`config.mk`:
```
export PLATFORM = sky130hd
export DESIGN_NAME = mfmc_arc_table
export DESIGN_NICKNAME = d
export VERILOG_FILES = /design/src/sv/mfmc_pkg.sv /design/src/sv/mfmc_arc_table.sv
export SDC_FILE = /design/constraint.sdc
export NUM_CORES = 2
export LEC_CHECK = 0
export BUFFER_PORTS_ARGS = -buffer_cell sky130_fd_sc_hd__buf_2
export CAP_MARGIN = 20
export CORE_MARGIN = 2
export CORE_UTILIZATION = 25
export CTS_CLUSTER_DIAMETER = 200
export DETAILED_ROUTE_END_ITERATION = 7
export PLACE_DENSITY_LB_ADDON = 0.05
export SETUP_SLACK_MARGIN = 0.15
export SLEW_MARGIN = 20
export SYNTH_ARGS = -nofsm -noshare
export SYNTH_HDL_FRONTEND = slang
export SYNTH_SLANG_ARGS = --single-unit
```
`constraint.sdc`:
```
create_clock -name i_clk -period 8.45 [get_ports i_clk]
set_input_delay 0.845 -clock i_clk [delete_from_list [all_inputs] [get_ports i_clk]]
set_output_delay 0.845 -clock i_clk [all_outputs]
set_load 0.005 [all_outputs]
```
`src/sv/mfmc_pkg.sv`:
```
// Shared constants, state encoding and index helper for the max-flow engine.
`timescale 1ns / 1ps
package mfmc_pkg;

    localparam int unsigned MAX_VERTS_DEF  = 64;
    localparam int unsigned MAX_EDGES_DEF  = 32;
    localparam int unsigned PUSH_LIMIT_DEF = 1000000000;
    localparam int unsigned CAP_W          = 30;
    localparam int unsigned VNUM_W         = 7;
    localparam int unsigned FLOW_W         = 35;
    localparam int unsigned CNT_W          = 6;
    localparam logic [VNUM_W-1:0] VCOUNT_RST = 7'd2;

    typedef enum logic [4:0] {
        S_LOAD,
        S_BFS_INIT,
        S_BFS_POP,
        S_BFS_DEQ,
        S_BFS_LVL,
        S_BFS_ARC,
        S_BFS_EV,
        S_BFS_END,
        S_AUG_INIT,
        S_AUG_TOP,
        S_SCAN_EV,
        S_SCAN_CHK,
        S_ENTER,
        S_POP,
        S_APPLY_RS,
        S_APPLY_RF,
        S_APPLY_WR,
        S_APPLY_END,
        S_CNT_RD,
        S_CNT_EV,
        S_HDR,
        S_EM_RD,
        S_EM_EV
    } t_state;

    // (v - 1) mod m by shifted compare-subtract steps
    function automatic int unsigned vert_index(logic [VNUM_W-1:0] v, int unsigned m);
        int unsigned x;
        x = int'(v) + m - 1;
        for (int s = 6; s >= 0; s--) begin
            if (x >= (m << s)) begin
                x = x - (m << s);
            end
        end
        return x;
    endfunction

endpackage

```
`src/sv/mfmc_arc_table.sv`:
```
// Edge table with per-edge flow; presents one arc view per read and updates flow.
`timescale 1ns / 1ps
module mfmc_arc_table
    import mfmc_pkg::*;
#(
    parameter int unsigned MAX_VERTS = MAX_VERTS_DEF,
    parameter int unsigned MAX_EDGES = MAX_EDGES_DEF,
    localparam int unsigned VW  = $clog2(MAX_VERTS),
    localparam int unsigned EAW = (MAX_EDGES > 1) ? $clog2(MAX_EDGES) : 1,
    localparam int unsigned PW  = $clog2(2 * MAX_EDGES + 1),
    localparam int unsigned XW  = VW + 8
) (
    input  logic                i_clk,
    input  logic                i_we,
    input  logic [EAW-1:0]      i_waddr,
    input  logic [VW-1:0]       i_wfrom,
    input  logic [VW-1:0]       i_wto,
    input  logic [CAP_W-1:0]    i_wcap,
    input  logic                i_re,
    input  logic [PW-1:0]       i_raddr,
    input  logic                i_upd,
    input  logic [CAP_W-1:0]    i_amt,
    input  logic [XW-1:0]       i_n,
    output logic [VW-1:0]       o_from,
    output logic [VW-1:0]       o_to,
    output logic signed [31:0]  o_res,
    output logic                o_live
);

    localparam int unsigned EW = 2 * VW + CAP_W;

    logic [EW-1:0]        edge_mem [MAX_EDGES];
    logic signed [30:0]   flow_mem [MAX_EDGES];
    logic [EW-1:0]        r_e;
    logic signed [30:0]   r_g;
    logic                 r_d;
    logic [EAW-1:0]       r_ea;
    logic [VW-1:0]        e_f;
    logic [VW-1:0]        e_t;
    logic signed [31:0]   cap_s;
    logic signed [31:0]   g_s;
    logic signed [30:0]   amt_s;

    always_ff @(posedge i_clk) begin
        if (i_we) begin
            edge_mem[i_waddr] <= {i_wcap, i_wto, i_wfrom};
            flow_mem[i_waddr] <= '0;
        end else if (i_upd) begin
            flow_mem[r_ea] <= r_d ? (r_g - amt_s) : (r_g + amt_s);
        end
        if (i_re) begin
            r_e  <= edge_mem[i_raddr[EAW:1]];
            r_g  <= flow_mem[i_raddr[EAW:1]];
            r_d  <= i_raddr[0];
            r_ea <= i_raddr[EAW:1];
        end
    end

    always_comb begin
        amt_s  = $signed({1'b0, i_amt});
        e_f    = r_e[VW-1:0];
        e_t    = r_e[2*VW-1:VW];
        cap_s  = $signed({2'b00, r_e[EW-1:2*VW]});
        g_s    = 32'(r_g);
        o_from = r_d ? e_t : e_f;
        o_to   = r_d ? e_f : e_t;
        o_res  = r_d ? (cap_s + g_s) : (cap_s - g_s);
        o_live = (XW'(e_f) < i_n) && (XW'(e_t) < i_n);
    end

endmodule

```
==> metrics.yaml <==
ios: 147
h-tree-depth: 5
powerDensity_nw_per_um2: 250
worstPathArrival_ns: 5.51
grt_max_degree: 108
clock_skew_ns: 0.0495
wl_um: 319000
cts_max_path_buffers: 4
clock_sinks: 2415
synth_edf_count: 2415
num_vias: 46300
cts-root-buf: "clkbuf_16"
ctsResizeCount: 0
yosysSeqAreaShare_pct: 75.3
clk_latency_ns: 0.91
grt_usage_pct: 16.2
tns_ns: 0
synth_warnings: 0
place_inst: 9427
ys_types: 69
wl_per_cell_um: 32.0
fin_crit_ns: 6.36
cts_tree: "done"
worst_pin_slew_ns: 1.09
drc: 0
die_area_sq_um: 390000
power.switching_mw: 6.76
cp_slowest_cell: "or4_1"
grt_pass1_wl_um: 432000
netlist_instances: 4291
final_max_slew_viol_count: 0
crit_chain: "or4_1 > or4_1 > nor2_1 > a21oi_1 > xor2_1 > ha_1 > a21o_1 > a21o_1 > a2111oi_0 > o21ai_0 > a211oi_2 > buf_2"
power_leakage_nw: 35.4
cp_max_fo: 10
antenna_found_initial: 39
rsz0062_at_grt: "false"
highest_layer: "met5"
final_cell_mix: "edfxtp_1, mux4_2, clkbuf_16, buf_2, buf_4"
numCtsBuffers: 300
first_iter_violations: 3958
vias_per_cell: 4.65
status: "complete, no violations"
path_class: "register to primary output"
dp_hpwl_um: 175000
cp-end-kind: "primary output"
whs_path_depth: 1
synth_fp_nets: 4467
core_sq_um: 383000
wl_met2_um: 157000
io_buffers: 145
final-instance-count-excl-fill: 9958
synth_ff_type: "edfxtp_1"
clkSlewWorstSetupHoldPaths_ns: 0.06
grt-ovfl-total: 0
synth_seq_cells: 2415
post_cts_buffers: 0
ir_worst_vdd_mv: 0.136
path_depth: 12
required_ns: 7.61
seqPwrFrac_pct: 47.9
swShare_pct: 23.8
setup_viol: 0
async_flop_share_pct: 0
worst_path_dominant_cell_family: "compound AO/OA/AOI/OAI gates"
dieWidth_um: 625
power_frac_clock_pct: 43.2
worst-path-buf-inv: 1
layout_commonest_cell: "edfxtp_1"
relSlewSlack_pct: 27.4
rows: 227
hold_slack_ns: 0.135
drt_first_pass_iters: 8
postSynthAreaPerCell_sq_um: 22.5
cpPeakStageDelay_ns: 0.69
fin_crit_sh_pct: 75.2
r2r_cells: 12
final_nets: 4868
fin_util_pct: 29.7
fp.dieH_um: 625
ant_nets: 0
p_total_mw: 28.4
max_freq_mhz: 157
intPower_mw: 21.6
grt_pass1_vias: 48800
hold_violations: 0
drive_gt1_share_pct: 32.7
hold_class: "input pin to register"
gp_congestion: 0.763
start_util_pct: 25.2
areaGrowthSynthToFinish_pct: 18.1
cts-hold-fix-buffers: 0
crit_path_start_kind: "register"
syn_area_sq_um: 96300
maxCapViolCount: 0
wl_met3_um: 13300
wl_met1_um: 140000
comb_power_share_pct: 8.8
[synthesized netlist by cell type, types with 6 or more instances]
master,count,area (sq um)
a211oi_1,9,67.6
a21o_1,43,323
a21oi_1,91,455
a31oi_1,11,68.8
a41oi_1,6,52.6
and2_1,8,50.1
and3_1,8,50.1
buf_1,20,75.1
buf_2,55,275
buf_4,7,52.6
buf_6,6,67.6
clkbuf_1,116,435
edfxtp_1,2415,72500
ha_1,72,901
inv_1,40,150
mux2_2,86,968
mux4_2,730,16400
nand2_1,60,225
nand2b_1,11,68.8
nand3_1,25,125
nand3b_1,11,82.6
nand4_1,10,62.6
nor2_1,154,578
nor2b_1,6,37.5
nor3_1,39,195
nor3b_1,8,60.1
nor4_1,9,56.3
o211ai_1,7,52.6
o21a_1,11,82.6
o21ai_0,37,185
o31ai_1,7,52.6
or3_1,6,37.5
or4_1,6,45.0
xnor2_1,54,473
xor2_1,35,307
[power groups by stage]
stage / combinational, mW / sequential [mW] / clock [mW]
2_1_floorplan: 1.42 / 13.8 / 0
3_3_place_gp: 2.59 / 13.9 / 0
3_5_place_dp: 2.59 / 13.9 / 0
4_1_cts: 2.60 / 13.6 / 12.7
5_1_grt: 2.73 / 13.6 / 13.1
6_report: 2.51 / 13.6 / 12.3
[worst register-to-register path: cells and delay by family (launching register included)]
kind,cells,cell delay [ns]
AOI/OAI and AO/OA,5,1.91
xor gates and xnor gates,1,0.59
adders and majority gates,1,0.40
buffers and inverters,2,0.63
DFF,1,0.38
muxes,1,0.26
and+or+nand+nor,2,0.46
[path summary, 6_finish.rpt]
check,end,slack [ns],startpoint
hold reg to reg,r_g[16],0.98,flow_mem[16][16]
setup / recovery,o_res[31],2.09,r_g[17]
hold / removal,r_d,0.14,i_raddr[0]
setup reg to reg,flow_mem[21][30],3.59,r_d
[routing by layer]
| metal | up-vias | GRT usage [%] |
|---|---|---|
| met1 | 25600 | 21.6 |
| met4 | 10 | 4.65 |
| met5 | - | 0 |
| met2 | 1039 | 27.2 |
| li1 | 19200 | - |
| met3 | 465 | 2.39 |
[state kept, by name, indices dropped and copies added (netlist names)]
signal / cells
edge_mem: 1344
flow_mem: 992
r_d: 1
r_e: 42
r_ea: 5
r_g: 31
[cell type report]
class                      instances  area, sq um
antenna                            8         20.0
clock buffer                     373         7990
clock inverter                   149         1160
fill                           36900       269000
inverter                          40          150
multi-input combinational       1632        23400
sequential                      2415        72500
tap                             5038         6300
timing repair buffer             303         2210
[cell families after synthesis]
family / after synthesis / synth area share, %
simple gates: 373 / 1.85
fa+ha+maj: 74 / 0.977
flops: 2415 / 75.3
buf+inv: 244 / 1.10
mux: 821 / 18.1
xor+xnor: 89 / 0.809
compound gates: 275 / 1.88
[stage by stage]
stage | setup slack, ns | instance area, sq um
after floorplan | 2.13 | 96300
after global placement | 2.59 | 104000
after detailed placement | 2.76 | 105000
after CTS | 1.98 | 114000
after global routing | 1.71 | 114000
final | 2.09 | 114000
(Power assumes the default switching activity.)
