## src/sv/mfmc_pkg.sv

```systemverilog
// Shared constants, state encoding and index helper for the max-flow engine.
`timescale 1ns / 1ps
package mfmc_pkg;

    localparam int unsigned MAX_VERTS_DEF  = 64;
    localparam int unsigned MAX_EDGES_DEF  = 32;
    localparam int unsigned PUSH_LIMIT_DEF = 1000000000;
    localparam int unsigned CAP_W          = 30;
    localparam int unsigned VNUM_W         = 7;
    localparam int unsigned FLOW_W         = 35;
    localparam int unsigned CNT_W          = 6;
    localparam logic [VNUM_W-1:0] VCOUNT_RST = 7'd2;

    typedef enum logic [4:0] {
        S_LOAD,
        S_BFS_INIT,
        S_BFS_POP,
        S_BFS_DEQ,
        S_BFS_LVL,
        S_BFS_ARC,
        S_BFS_EV,
        S_BFS_END,
        S_AUG_INIT,
        S_AUG_TOP,
        S_SCAN_EV,
        S_SCAN_CHK,
        S_ENTER,
        S_POP,
        S_APPLY_RS,
        S_APPLY_RF,
        S_APPLY_WR,
        S_APPLY_END,
        S_CNT_RD,
        S_CNT_EV,
        S_HDR,
        S_EM_RD,
        S_EM_EV
    } t_state;

    // (v - 1) mod m by shifted compare-subtract steps
    function automatic int unsigned vert_index(logic [VNUM_W-1:0] v, int unsigned m);
        int unsigned x;
        x = int'(v) + m - 1;
        for (int s = 6; s >= 0; s--) begin
            if (x >= (m << s)) begin
                x = x - (m << s);
            end
        end
        return x;
    endfunction

endpackage

```

## src/sv/mfmc_vertex_store.sv

```systemverilog
// Per-vertex level and arc pointer memories with reach and pointer valid bits.
`timescale 1ns / 1ps
module mfmc_vertex_store
    import mfmc_pkg::*;
#(
    parameter int unsigned MAX_VERTS = MAX_VERTS_DEF,
    parameter int unsigned MAX_EDGES = MAX_EDGES_DEF,
    localparam int unsigned VW = $clog2(MAX_VERTS),
    localparam int unsigned PW = $clog2(2 * MAX_EDGES + 1)
) (
    input  logic                 i_clk,
    input  logic                 i_rst_n,
    input  logic                 i_lvl_clr,
    input  logic                 i_lvl_we,
    input  logic [VW-1:0]        i_lvl_waddr,
    input  logic [VW-1:0]        i_lvl_wdata,
    input  logic                 i_lvl_re,
    input  logic [VW-1:0]        i_lvl_raddr,
    output logic [VW-1:0]        o_lvl_rdata,
    output logic [MAX_VERTS-1:0] o_reach,
    input  logic                 i_ptr_clr,
    input  logic                 i_ptr_we,
    input  logic [VW-1:0]        i_ptr_waddr,
    input  logic [PW-1:0]        i_ptr_wdata,
    input  logic                 i_ptr_re,
    input  logic [VW-1:0]        i_ptr_raddr,
    output logic [PW-1:0]        o_ptr_rdata
);

    logic [VW-1:0]        lvl_mem [MAX_VERTS];
    logic [PW-1:0]        ptr_mem [MAX_VERTS];
    logic [MAX_VERTS-1:0] r_reach, n_reach;
    logic [MAX_VERTS-1:0] r_pvalid, n_pvalid;
    logic [PW-1:0]        r_ptr_rd;
    logic                 r_ptr_rv;

    always_comb begin
        n_reach = i_lvl_clr ? '0 : r_reach;
        if (i_lvl_we) begin
            n_reach[i_lvl_waddr] = 1'b1;
        end
        n_pvalid = i_ptr_clr ? '0 : r_pvalid;
        if (i_ptr_we) begin
            n_pvalid[i_ptr_waddr] = 1'b1;
        end
    end

    always_ff @(posedge i_clk) begin
        if (!i_rst_n) begin
            r_reach  <= '0;
            r_pvalid <= '0;
            r_ptr_rv <= 1'b0;
        end else begin
            r_reach  <= n_reach;
            r_pvalid <= n_pvalid;
            if (i_ptr_re) begin
                r_ptr_rv <= r_pvalid[i_ptr_raddr];
            end
        end
    end

    always_ff @(posedge i_clk) begin
        if (i_lvl_we) begin
            lvl_mem[i_lvl_waddr] <= i_lvl_wdata;
        end
        if (i_lvl_re) begin
            o_lvl_rdata <= lvl_mem[i_lvl_raddr];
        end
        if (i_ptr_we) begin
            ptr_mem[i_ptr_waddr] <= i_ptr_wdata;
        end
        if (i_ptr_re) begin
            r_ptr_rd <= ptr_mem[i_ptr_raddr];
        end
    end

    assign o_reach     = r_reach;
    assign o_ptr_rdata = r_ptr_rv ? r_ptr_rd : '0;

endmodule

```

## config.mk

```make
export PLATFORM = sky130hd
export DESIGN_NAME = mfmc_vertex_store
export DESIGN_NICKNAME = d
export VERILOG_FILES = /design/src/sv/mfmc_pkg.sv /design/src/sv/mfmc_vertex_store.sv
export SDC_FILE = /design/constraint.sdc
export NUM_CORES = 1
export LEC_CHECK = 0
export BUFFER_PORTS_ARGS = -buffer_cell sky130_fd_sc_hd__buf_2
export CORE_UTILIZATION = 40
export CTS_BUF_LIST = sky130_fd_sc_hd__clkbuf_8
export DETAILED_ROUTE_END_ITERATION = 8
export PLACE_DENSITY = 0.57
export REMOVE_ABC_BUFFERS = 1
export SLEW_MARGIN = 5
export SYNTH_ARGS = -nofsm -noshare
export SYNTH_HDL_FRONTEND = slang
export SYNTH_SLANG_ARGS = --single-unit
```

## constraint.sdc

```tcl
create_clock -name i_clk -period 2.8 [get_ports i_clk]
set_input_delay 0.56 -clock i_clk [delete_from_list [all_inputs] [get_ports i_clk]]
set_output_delay 0.56 -clock i_clk [all_outputs]
set_load 0.05 [all_outputs]
```

==> results.json, run 1 <==
{
  "status": "completed",
  "cp-end-kind": "output port",
  "die_x_um": 309.3,
  "fp.dieH_um": 309.3,
  "clock_path_buffers": 3,
  "synthTopCellsByArea": "edfxtp_1 (67%), mux4_2 (17%), dfxtp_1 (6.8%), o21a_1 (2.5%), nor2b_1 (2.2%)",
  "cts_setup_buffers": 0,
  "synth_area_leader_cell": "edfxtp_1",
  "insertion_delay_ns": 0.83,
  "track_usage_pct": 19.50,
  "dieArea_um2": 95650,
  "r2r-start": "ptr_mem[33][0]",
  "dr.first_iter.drc_count": 1734,
  "routed_wl_um": 91410,
  "num_rows": 112,
  "cp-start-kind": "flip-flop",
  "critPathRequiredTime_ns": 2.24,
  "num_io_pins": 122,
  "grt_pass1_vias": 20150,
  "vias": 19340,
  "htreeDepth": 4,
  "yosysSeqAreaShare_pct": 74.03,
  "relSlewSlack_pct": 15.43,
  "maxCapViolCount": 0,
  "cts_sinks": 974,
  "core_area_um2": 93470,
  "holdCritPathClass": "input port to flip-flop",
  "fmax_mhz": 426.9,
  "routabilityCongestion": 0.8121,
  "drive_gt1_share_pct": 35.10,
  "multi_input_area_um2": 9309,
  "pwr_density_cell_nw_per_um2": 660.2,
  "areaGrowthSynthToFinish_pct": 18.08,
  "io_buffers": 121,
  "hold_start": "i_ptr_re",
  "critPathKind": "flip-flop to output port",
  "cts_root_buf": "clkbuf_8",
  "synth.avg_cell_area_um2": 20.24,
  "cts_hold_buffers": 2,
  "hpwl_um": 59320,
  "drt_first_pass_iters": 5,
  "regArea_um2": 27960,
  "wl_met2_um": 45080,
  "cp_max_fo": 1,
  "synth_area_um2": 37770,
  "route.detailed.drc": 0,
  "rsz0062_at_grt": "no",
  "dp.cells": 3351,
  "vias_per_cell": 5.297,
  "tightest_slew_ns": 1.268,
  "wl_met1_um": 37090,
  "cts.clk_slew.worst_paths_ns": 0.06,
  "fin_nets": 2305,
  "grt_max_degree": 65,
  "worst_ep_arrival_time_ns": 1.78,
  "synth_top_area_share_pct": 67.19,
  "finalSetupTns_ns": 0,
  "cts_tree": "built",
  "synthCells": 1866,
  "period_share_pct": 83.67,
  "initial_core_util_pct": 40.40,
  "grt_pass1_wl_um": 133800,
  "clock_skew_ns": 0.05581,
  "min_period_ns": 2.343,
  "routed.top_layer": "met5",
  "route.met3.wl_um": 6391,
  "finalHoldViolCount": 0,
  "cts_buffers": 159,
  "ys_seq_elements": 974,
  "drtAntennaViolNets": 0,
  "finalSetupViolations": 0,
  "ctsResizeCount": 0,
  "leakagePower_nw": 15.11,
  "wl_per_cell_um": 25.03,
  "ir_drop_mv": 0.4820,
  "nFillCells": 7880,
  "grt-ovfl-total": 0,
  "final_cells": 3652,
  "slew_viol_final": 0,
  "synth_warnings": 0,
  "grt_antenna_before_repair": 6,
  "synthDistinctLibCells": 37,
  "startpoint": "r_ptr_rd[0]"
}
==> metrics by stage <==
| stage | util [%] | setup WS (ns) | hold slack (ns) | power [mW] | area (µm²) |
|---|---|---|---|---|---|
| floorplan | - | 0.6004 | 0.5381 | 16.87 | 37280 |
| detailed placement | 44.38 | -0.2151 | 0.5570 | 17.86 | 41480 |
| finish | 47.71 | 0.4573 | 0.1326 | 29.44 | 44590 |
| CTS | 47.70 | 0.4093 | 0.04706 | 29.81 | 44590 |
| global route | 47.71 | 0.3702 | 0.06974 | 30.55 | 44590 |
| global placement | 44.38 | -0.1816 | 0.5491 | 17.83 | 41480 |
==> state kept, by name (all words and copies together), names as in the netlist <==
| name | flops |
|---|---|
| ptr_mem | 448 |
| o_reach | 64 |
| r_ptr_rd | 7 |
| r_pvalid | 64 |
| r_ptr_rv | 1 |
| lvl_mem | 384 |
| o_lvl_rdata | 6 |
==> path summary, 6_finish.rpt <==
kind	endpoint	depth (start not counted)	slack [ns]
worst max-delay path	o_ptr_rdata[0]	2	0.46
worst min register to register	o_reach[48]	2	0.57
worst max register to register	r_ptr_rd[0]	3	0.59
worst min-delay path	r_ptr_rd[2]	1	0.13
==> critical path, stage by stage, from the launching register on <==
cell,delay [ns]
edfxtp_1,0.43
and2_1,0.24
buf_2,0.29
==> synthesized netlist by cell type (all sizes together) <==
library cell	n
nor2b	134
edfxtp	845
and3b	1
clkbuf	70
nand4	3
o2111a	1
a311oi	1
a21boi	1
or4	1
dfxtp	129
a41o	1
o22ai	4
nor2	134
o221ai	1
and2	10
nand3	9
nand3b	10
nor3	1
a22oi	2
mux4	279
nand4b	3
nand2b	1
inv	4
or3b	3
nand2	19
o21ai	9
buf	38
a22o	2
mux2	11
o2111ai	2
or3	4
mux2i	7
o21a	126
==> power breakdown <==
group / leakage [nW] / switching, mW / total (mW) / internal (mW)
clock network: 1.82 / 5.63 / 11.9 / 6.28
logic: 4.64 / 0.939 / 1.62 / 0.677
registers: 8.65 / 0.0366 / 15.9 / 15.9
==> layer usage <==
layer | global-route usage, % | vias to the layer above
met5 | 0 | -
met4 | 7.610 | 6
met3 | 5.157 | 173
met2 | 31.86 | 665
met1 | 24.89 | 10130
li1 | - | 8369
==> cells in the final DEF (no fill, tap or decap), drive strengths merged, types with 2 or more instances in the layout <==
cell,Yosys,final
edfxtp,845,845
buf,38,338
mux4,279,279
clkbuf,70,174
nor2b,134,134
nor2,134,134
dfxtp,129,129
o21a,126,126
inv,4,74
clkinv,0,44
nand2,19,19
mux2,11,11
and2,10,10
nand3b,10,10
nand3,9,9
o21ai,9,9
mux2i,7,7
bufinv,0,6
or3,4,4
o22ai,4,4
clkinvlp,0,4
nand4b,3,3
or3b,3,3
nand4,3,3
diode,0,2
a22oi,2,2
o2111ai,2,2
a22o,2,2
dlygate4sd3,0,2
==> kinds of logic after synthesis <==
family | synth area share, %
flops | 74.03
simple gates | 4.552
mux | 17.15
compound gates | 2.945
buf+inv | 1.325
==> final cells by class <==
type	instances	share of cell area, %
clock buffer	173	5.339
clock inverter	124	1.585
multi-input combinational	780	20.88
antenna	2	0.01122
timing repair buffer	341	5.943
sequential	974	62.69
tap	1254	3.519
inverter	4	0.03367
No activity file was read; power rests on OpenSTA's default activity.
==> run 2: changes to the inputs <==
- clock period: 2.8 -> 2 ns (I/O delays scaled with it)
==> run 2 against run 1 <==
Against the previous run:
- the run now ends with setup timing left
- clock power rose by 39%
- sequential cell count did not move
- first-iteration DRC count fell by 6.5%
- critical path type is now flip-flop to flip-flop
- critical endpoint is now r_ptr_rd[0]
- largest cell class unchanged
- largest power group unchanged
==> results.json, run 2 (synthesis results as in run 1) <==
{
  "slew_viol_final": 0,
  "grt-ovfl-total": 0,
  "vias": 19450,
  "grt_pass1_vias": 20230,
  "sw_frac_of_total_pct": 22.33,
  "clock_path_buffers": 3,
  "hold_start": "i_rst_n",
  "crit_path_end": "r_ptr_rd[0]",
  "largest_reg_flops": 448,
  "critPathKind": "flip-flop to flip-flop",
  "dieArea_um2": 95650,
  "finalSetupViolations": 14,
  "cts.clk_slew.worst_paths_ns": 0.06,
  "tightest_slew_ns": 1.244,
  "violations": "setup timing",
  "drt_first_pass_iters": 5,
  "grt_max_degree": 65,
  "period_share_pct": 109.6,
  "p_switching_mw": 9.206,
  "regToRegSetupSlack_ns": -0.19,
  "routed_wl_um": 91520,
  "maxCapViolCount": 0,
  "worst_ep_arrival_time_ns": 2.72,
  "relSlewSlack_pct": 17.09,
  "dpl_worst_slack_ns": -0.9226,
  "rsz0062_at_grt": "yes",
  "vias_per_cell": 5.273,
  "fp.dieH_um": 309.3,
  "clock_power_share_pct": 40.2,
  "critical-path-slowest-cell": "mux4_2",
  "comb_power_share_pct": 5.7,
  "final_common_cell": "edfxtp_1",
  "grt_pass1_wl_um": 134900,
  "cp-end-kind": "flip-flop",
  "finalHoldViolCount": 0,
  "reg_top3": "ptr_mem x448, lvl_mem x384",
  "nFillCells": 7804,
  "num_rows": 112,
  "dr.first_iter.drc_count": 1621,
  "insertion_delay_ns": 0.83,
  "fmax_mhz": 456.4,
  "drtAntennaViolNets": 0,
  "timing.rr.end": "r_ptr_rd[0]",
  "die_x_um": 309.3,
  "power_frac_seq_pct": 54.1,
  "cts_root_buf": "clkbuf_8",
  "io_buffers": 121,
  "grt_antenna_before_repair": 3,
  "reg2reg_depth": 3,
  "cts_tree": "built",
  "cts_sinks": 974,
  "critPathRequiredTime_ns": 2.53,
  "clock_skew_ns": 0.04119,
  "holdCritPathClass": "input port to flip-flop",
  "track_usage_pct": 19.69,
  "final_cells": 3688,
  "setup_slack_ns": -0.1911,
  "critical-path-max-stage-delay_ns": 0.54,
  "cp-start-kind": "flip-flop",
  "routabilityCongestion": 0.7998,
  "whs_ns": 0.08725,
  "path_common_cell": "mux4_2",
  "num_io_pins": 122,
  "cts_buffers": 158,
  "status": "complete, but fails checks",
  "ir_drop_mv": 0.7413,
  "min_period_ns": 2.191,
  "initial_core_util_pct": 40.40,
  "crit_chain": "mux4_2 > mux4_2 > mux4_2",
  "leakagePower_nw": 15.38,
  "p_int_mw": 32.03,
  "htreeDepth": 4,
  "core_area_um2": 93470,
  "drive_gt1_share_pct": 37.20,
  "r2r-start": "ptr_mem[34][0]",
  "fin_nets": 2344,
  "route.detailed.drc": 0,
  "total_power_mw": 41.23,
  "cp_max_fo": 1,
  "areaGrowthSynthToFinish_pct": 19.53,
  "dp.cells": 3388,
  "hpwl_um": 59020,
  "layout_common_cells": "edfxtp_1 (845), mux4_2 (279), buf_4 (227), clkbuf_8 (187)",
  "pwr_density_cell_nw_per_um2": 913.3,
  "wl_per_cell_um": 24.81,
  "startpoint": "ptr_mem[34][0]",
  "largest_register": "ptr_mem"
}
==> run 2: changes by cell type in the layout (fill, tap and decap cells not counted), sizes merged <==
cell	change
buf	+37
bufinv	-4
clkbuf	+13
clkinv	-9
clkinvlp	+1
diode	-1
dlygate4sd3	+3
inv	-4
==> run 2: worst min-delay path by stage <==
| stage | depth (start not counted) | to | slack (ns) |
|---|---|---|---|
| detailed placement | 2 | o_reach[50] | 0.55 |
| global placement | 2 | r_pvalid[3] | 0.55 |
| floorplan | 0 | lvl_mem[0][0] | 0.50 |
| finish | 2 | o_reach[34] | 0.09 |
| CTS | 3 | r_pvalid[45] | 0.006 |
| global route | 2 | o_reach[33] | 0.06 |
==> run 2: cell type report <==
class	instances	area [µm²]	area share, %
antenna	1	2.502	0.005543
clock buffer	186	2560	5.671
clock inverter	108	541.8	1.200
inverter	4	15.01	0.03326
multi-input combinational	780	9394	20.81
sequential	974	27960	61.94
tap	1254	1569	3.476
timing repair buffer	381	3099	6.865
==> run 2: critical path, delay by kind of cell, from the launching register on <==
| kind | cells | cell delay [ns] |
|---|---|---|
| flops | 1 | 0.39 |
| mux | 3 | 1.51 |
==> run 2: metal layers <==
layer | wire length [µm] | global-route usage (%)
met5 | 27 | 0
met2 | 46220 | 33.10
met3 | 5315 | 4.064
met1 | 37670 | 25.38
met4 | 2286 | 6.931
==> run 2: power groups by stage <==
stage | Clock, mW | Sequential, mW | Combinational (mW)
after floorplan | 0 | 22.8 | 0.866
after global placement | 0 | 22.7 | 2.32
after detailed placement | 0 | 22.7 | 2.35
after CTS | 17.0 | 22.3 | 2.40
after global routing | 17.9 | 22.3 | 2.51
final | 16.6 | 22.3 | 2.37
==> run 2: per-stage QoR <==
step           utilization, %  area (µm²)  setup TNS [ns]
3_3_place_gp            44.74       41820          -10.96
6_report                48.30       45140          -1.348
2_1_floorplan               -       37280         -0.2772
4_1_cts                 48.25       45100          -1.945
3_5_place_dp            44.74       41820          -10.82
5_1_grt                 48.30       45140          -2.201
==> run 2: repair_timing <==
item	4_1_cts	5_1_grt
setup buffers	0	0
hold buffers	5	0
endpoints found under the setup margin	22	21
gates cloned	0	0
hold endpoints to repair	24	0
pin swaps	10	2
gates resized for setup	43	9
